<file path="src/ray_rectangle_intersect_top_assert.svh">
// ----------------------------------------------------------------------------
// Ray/rectangle intersect assertion macros
// Shared concurrent assertion forms for the intersect block.
// ----------------------------------------------------------------------------
`ifndef RAY_RECTANGLE_INTERSECT_TOP_ASSERT_SVH
`define RAY_RECTANGLE_INTERSECT_TOP_ASSERT_SVH

// Same-cycle implication.
`define RRI_ASSERT_IMPLY(lbl, clk, rst_n, ante, cons) \
    lbl: assert property (@(posedge clk) disable iff (!(rst_n)) (ante) |-> (cons)) \
        else $error("rri assertion failed");

// Next-cycle implication.
`define RRI_ASSERT_NEXT(lbl, clk, rst_n, ante, cons) \
    lbl: assert property (@(posedge clk) disable iff (!(rst_n)) (ante) |=> (cons)) \
        else $error("rri assertion failed");

`endif

</file>
<file path="src/rri_pkg.sv">
// ----------------------------------------------------------------------------
// rri_pkg
// Types, constants and helpers for the ray/rectangle intersect block.
// ----------------------------------------------------------------------------
package rri_pkg;

    localparam int ADDR_W    = 6;
    localparam int DATA_W    = 64;
    localparam int DIV_STEPS = 31;
    localparam int EPS_Q28   = 2684;
    localparam logic [30:0] T_MAX = 31'h7FFF_FFFF;

    typedef enum logic [2:0] {
        REG_CORNER_X     = 3'd0,
        REG_CORNER_Y     = 3'd1,
        REG_CORNER_Z     = 3'd2,
        REG_NORMAL       = 3'd3,
        REG_TANGENT      = 3'd4,
        REG_BITANGENT    = 3'd5,
        REG_EXT_TANGENT  = 3'd6,
        REG_EXT_BITANGENT = 3'd7
    } t_reg_idx;

    typedef struct packed {
        logic [31:0] origin_x;
        logic [31:0] origin_y;
        logic [31:0] origin_z;
        logic [15:0] dir_x;
        logic [15:0] dir_y;
        logic [15:0] dir_z;
    } t_ray_in;

    typedef struct packed {
        logic        hit;
        logic [30:0] distance;
    } t_hit_out;

    typedef struct packed {
        logic [31:0] corner_x;
        logic [31:0] corner_y;
        logic [31:0] corner_z;
        logic [47:0] normal;
        logic [47:0] tangent;
        logic [47:0] bitangent;
        logic [30:0] ext_t;
        logic [30:0] ext_b;
    } t_cfg;

    // Ray geometry carried down the pipeline.
    typedef struct packed {
        logic [32:0] diff_x;
        logic [32:0] diff_y;
        logic [32:0] diff_z;
        logic [15:0] dir_x;
        logic [15:0] dir_y;
        logic [15:0] dir_z;
        logic        miss;
    } t_geo;

    function automatic logic signed [15:0] vec_comp(input logic [47:0] v,
                                                    input logic [1:0] idx);
        return $signed(v[16*idx +: 16]);
    endfunction

endpackage

</file>
<file path="src/rri_cfg.sv">
// ----------------------------------------------------------------------------
// rri_cfg
// APB register file holding the rectangle description.
// ----------------------------------------------------------------------------
module rri_cfg import rri_pkg::*; (
    input  logic              i_clk,
    input  logic              i_rst_n,
    input  logic              psel,
    input  logic              penable,
    input  logic              pwrite,
    input  logic [ADDR_W-1:0] paddr,
    input  logic [DATA_W-1:0] pwdata,
    output logic [DATA_W-1:0] prdata,
    output logic              pready,
    output t_cfg              o_cfg
);

    t_cfg     r_cfg;
    t_reg_idx idx;

    assign idx    = t_reg_idx'(paddr[ADDR_W-1:3]);
    assign pready = 1'b1;
    assign o_cfg  = r_cfg;

    always_ff @(posedge i_clk) begin
        if (!i_rst_n) begin
            r_cfg <= '0;
        end else if (psel && penable && pwrite) begin
            unique case (idx)
                REG_CORNER_X:      r_cfg.corner_x  <= pwdata[31:0];
                REG_CORNER_Y:      r_cfg.corner_y  <= pwdata[31:0];
                REG_CORNER_Z:      r_cfg.corner_z  <= pwdata[31:0];
                REG_NORMAL:        r_cfg.normal    <= pwdata[47:0];
                REG_TANGENT:       r_cfg.tangent   <= pwdata[47:0];
                REG_BITANGENT:     r_cfg.bitangent <= pwdata[47:0];
                REG_EXT_TANGENT:   r_cfg.ext_t     <= pwdata[30:0];
                REG_EXT_BITANGENT: r_cfg.ext_b     <= pwdata[30:0];
            endcase
        end
    end

    always_comb begin
        unique case (idx)
            REG_CORNER_X:      prdata = {32'd0, r_cfg.corner_x};
            REG_CORNER_Y:      prdata = {32'd0, r_cfg.corner_y};
            REG_CORNER_Z:      prdata = {32'd0, r_cfg.corner_z};
            REG_NORMAL:        prdata = {16'd0, r_cfg.normal};
            REG_TANGENT:       prdata = {16'd0, r_cfg.tangent};
            REG_BITANGENT:     prdata = {16'd0, r_cfg.bitangent};
            REG_EXT_TANGENT:   prdata = {33'd0, r_cfg.ext_t};
            REG_EXT_BITANGENT: prdata = {33'd0, r_cfg.ext_b};
        endcase
    end

endmodule

</file>
<file path="config.mk">
export PLATFORM = sky130hd
export DESIGN_NAME = rri_cfg
export DESIGN_NICKNAME = d
export VERILOG_FILES = /design/src/ray_rectangle_intersect_top_assert.svh /design/src/rri_pkg.sv /design/src/rri_cfg.sv
export SDC_FILE = /design/constraint.sdc
export NUM_CORES = 1
export LEC_CHECK = 0
export ABC_AREA = 1
export BUFFER_PORTS_ARGS = -buffer_cell sky130_fd_sc_hd__buf_2
export CORE_AREA = 4 4 178 180
export CTS_BUF_LIST = sky130_fd_sc_hd__clkbuf_4 sky130_fd_sc_hd__clkbuf_8 sky130_fd_sc_hd__clkbuf_16
export CTS_CLUSTER_SIZE = 25
export DETAILED_ROUTE_END_ITERATION = 7
export DIE_AREA = 0 0 182 184
export GPL_TIMING_DRIVEN = 0
export PLACE_DENSITY = 0.76
export SKIP_CTS_REPAIR_TIMING = 1
export SYNTH_ARGS = -nofsm -noshare
export SYNTH_HDL_FRONTEND = slang
export SYNTH_SLANG_ARGS = --single-unit
</file>
<file path="constraint.sdc">
create_clock -name i_clk -period 1.3 [get_ports i_clk]
set_input_delay 0.13 -clock i_clk [delete_from_list [all_inputs] [get_ports i_clk]]
set_output_delay 0.13 -clock i_clk [all_outputs]
set_load 0.01 [all_outputs]
</file>
# ---- After elaboration in Yosys (flattened, before gate mapping)
# Index checks and enable logic that the tools add are counted.
dict set report totals {
  reg_bits 302
  latch_bits 0
  mem_bits_rw 0
  rom_bits 0
  inputBits 75
  out_inout_bits 367
  word_cells 27
  n_memories 0
}
dict set report classes {
  add_sub_neg 0
  multipliers 0
  div 0
  order_cmp 0
  eq_ne 7
  shift 0
  muxes 1
  n_bitwise 0
  reduce_logical 11
}
# operator count
set ops {}
lappend ops {{64-bit case mux with 8 select lines} 1}
lappend ops {{2-bit AND reduction} 8}
lappend ops {{3-bit == test (second input constant)} 4}
lappend ops {{3-bit by 2-bit == test with 1-bit output (second input constant)} 2}
lappend ops {{3-bit by 1-bit == test with 1-bit output (second input constant)} 1}
lappend ops {{3-bit zero test} 1}
lappend ops {{1-bit logical AND} 2}

# ---- Depth between registers and ports, before layout
dict set report depth {
  word_depth 3
  mapped_depth 9
  ltp_nobuf 7
}

# ---- Worst setup path after synthesis
# No wires, ideal clock.
dict set report synth_path {
  path_kind {in2out}
  from {input port paddr[5]}
  to {output port prdata[0]}
  arrival_ns 1.172
  required_ns 1.170
  path_slack_ns -0.002
  cell_stages 8
  path_buffers 3
  cell_sequence {buf_2 > inv_4 > buf_2 > buf_1 > nand4_1 > nand2_1 > nor2_1 > nand3_1}
}
dict set report synth_between {
  elab_chain_cells 2
  elab_cells_between_ends 9
  classes_between {7 x eq/ne; 1 x mux; 1 x reduce/logical}
}
# element line
set synth_rtl {}
lappend synth_rtl {{start: declaration} rri_cfg.sv:11} ;# input logic [ADDR_W-1:0] paddr,
lappend synth_rtl {{3-bit == test, or another cell as far along} rri_cfg.sv:43} ;# unique case (idx)
lappend synth_rtl {{64-bit case mux with 8 select lines *} rri_cfg.sv:43}
lappend synth_rtl {{end: declaration} rri_cfg.sv:13} ;# output logic [DATA_W-1:0] prdata,
# Mark *: on every way between the ends. The rest lies on a longest branch, timed or not. The select of a mux whose other input is x is not followed.

# ---- Worst setup path after layout
dict set report layout_path {
  from {register r_cfg (netlist bit o_cfg[263])}
  to {output port prdata[25]}
}
dict set report layout_between {
  elab_chain_cells 1
}
# element line
set layout_rtl {}
lappend layout_rtl {{start: declaration} rri_cfg.sv:18} ;# t_cfg r_cfg;
lappend layout_rtl {{64-bit case mux with 8 select lines} rri_cfg.sv:43}
# Every way passes these cells. The select of a mux whose other input is x is not followed.

==> results.md <==
- Hold Path Class: in2reg
- Initial Utilization: 45.6%
- HP Start: pwdata[31]
- Startpoint types: flop
- PnR worst setup slack: -0.365 ns
- Clk buf depth: 3
- CP Max Fanout: 3
- Count of final max-slew check failures: 0
- Worst hold endpoint: o_cfg[301]
- Placed insts: 2795
- Pleak: 9.38 nW
- Vias in the first global route: 15700
- Detailed placer's ending HPWL: 50900 um
- Slew @ Worst Pin: 0.889 ns
- Hold Path Depth: 3
- Die extent in x: 182 um
- Worst R2R Start: o_cfg[171]
- DR vias/cell: 6.20
- Synth cell types: 21
- Most common cell after layout, fill and taps aside: nor2_1
- Unrepaired setup endpoints after global routing: true
- Via Count: 18000
- Synth Area per Inst: 6.84 um2
- Clock Latency Late Sink: 0.52 ns
- Fin crit period: 1.66 ns
- Pre-antenna DRT Iters: 8
- Hold Fails Final Rpt: 6
- Most frequent cells in the layout: 378 x nor2_1, 365 x buf_2, 279 x o21ai_0
- First-pass GRT wire length: 98700 um
- Die area: 33500 um2
- Outcome: complete, but fails checks
- Worst VDD drop: 934 uV
- Worst slew margin: 40.7%
- CP Capture Type: output pin
- Worst hold slack: -0.0178 ns
- Reg2reg setup slack: 0.52 ns
- Final Core Density: 63.7%
- Syn Inst Count: 2012
- Placer Congestion: 1.04
- Initial antenna violation count: 1
- Die Y: 184 um
- Placed inst area: 16200 um2
- Yosys warns: 0
- Drt drc: 0
- FMAX: 601 MHz
- FP Rows: 64
- Post-Syn Area: 13800 um2
- Layout cells sized above 1: 32.7%
- DR iter-0 viols: 2467
- CTS tree: built
- IO Pins: 442
- TritonCTS buffer count: 34
- Period utilisation layout: 128%
- Post-DRT Antenna Nets: 0
- Root Driver: clkbuf_16
- PD cells: 1150 nW/um2
- Post-route cell area: 19200 um2
- Sink Count: 302
- Gr usage total: 38.2%
- Routed WL: 70500 um
- H-tree lvl count: 2
- GR Overflow Total: 0
- Layout Area Growth over Synthesis: 39.7%
- RR Endpoint: o_cfg[171]
- Failing checks: hold timing, setup timing
- Core Region: 30200 um2
- Required time of the critical path: 1.17 ns
- Pin count of the biggest net entering global routing: 14
- Final setup vio count: 48
- Buffers added on ports: 372
- R2r worst-path depth: 3
- Flops & latches, synth: 302
- Sequential fraction of the synthesis area: 43.9%
- Max reg flops: 302
- Reg clk slew, reported paths: 0.06 ns
- Crit path DAT: 1.53 ns
- Layout Nets: 2565
- TNS Setup: -10.66 ns
- Max-Cap Viols: 0
- Cell Count, Final, Fillers Out: 2909
- Layout Skew: 0 ns
- WL/cell: 24.2 um
- Crit path kind: reg2out
## stage by stage
step / setup slack [ns] / power, W / hold WS, ns
finish: -0.365 / 0.0220 / -0.0178
floorplan: -0.00000688 / 0.0106 / 0.272
global placement: -0.954 / 0.0114 / 0.399
CTS: -0.906 / 0.0215 / -0.135
global route: -0.362 / 0.0224 / 0.0119
detailed placement: -0.942 / 0.0115 / 0.404
## cell usage after synthesis
cell      number  area (um2)
nor2_1       434        1630
dfxtp_1      302        6050
o21ai_0      279        1400
nor3_1       271        1360
nand2_1      209         785
nand4_1      130         813
clkbuf_1     123         462
nand3_1       82         410
buf_1         51         191
buf_2         37         185
inv_1         35         131
o21ai_1       23         115
buf_4         18         135
nor2_2         4        25.0
clkbuf_2       3        15.0
inv_2          3        11.3
nand3_2        3        30.0
conb_1         2        7.51
clkinv_1       1        3.75
inv_4          1        6.26
nor2_4         1        11.3
## cell type report
type | instances | area, um2
multi-input combinational | 1453 | 7320
timing repair buffer | 427 | 2630
clock buffer | 47 | 980
fill | 2716 | 11000
sequential | 302 | 6150
tap | 396 | 495
buffer | 232 | 1280
antenna | 1 | 2.50
inverter | 40 | 174
clock inverter | 11 | 199
## power by group
group / total (W) / switching (W) / internal [W]
Clock: 0.0104 / 0.00410 / 0.00629
Sequential: 0.00949 / 0.000121 / 0.00937
Combinational: 0.00217 / 0.00156 / 0.000609
Total: 0.0220 / 0.00577 / 0.0163
## worst max-delay path by stage
| stage | cells past startpoint | slack, ns | start | end |
|---|---|---|---|---|
| 5_1_grt | 5 | -0.36 | o_cfg[263] | prdata[25] |
| 3_3_place_gp | 7 | -0.95 | penable | o_cfg[280] |
| 4_1_cts | 9 | -0.91 | paddr[4] | prdata[25] |
| 6_report | 5 | -0.36 | o_cfg[263] | prdata[25] |
| 3_5_place_dp | 7 | -0.94 | penable | o_cfg[268] |
| 2_1_floorplan | 8 | -0.000007 | paddr[5] | prdata[25] |
## cells by family (layout without fill, tap and decap cells)
kind of cell    Yosys count  count (layout)  share of synthesized area, %
compound gates          302             302                          11.0
buf+inv                 272             757                          8.29
flops                   302             302                          43.9
other cells               2              18                        0.0546
simple gates           1134            1134                          36.8
## layer usage
metal,part of all wire (%),global-route usage (%),vias up
met4,6.7,17.4,0
met2,43,59.6,1566
met5,0,0,-
met3,14,10.2,333
met1,36,49.8,8395
li1,-,-,7738
## worst max-delay path: stages (launching register included)
cell	delay, ns
dfxtp_2	0.34
nand4_1	0.11
nand2_2	0.09
nor2_4	0.18
nand3_2	0.14
buf_6	0.15
No activity file was read; power rests on OpenSTA's default activity.
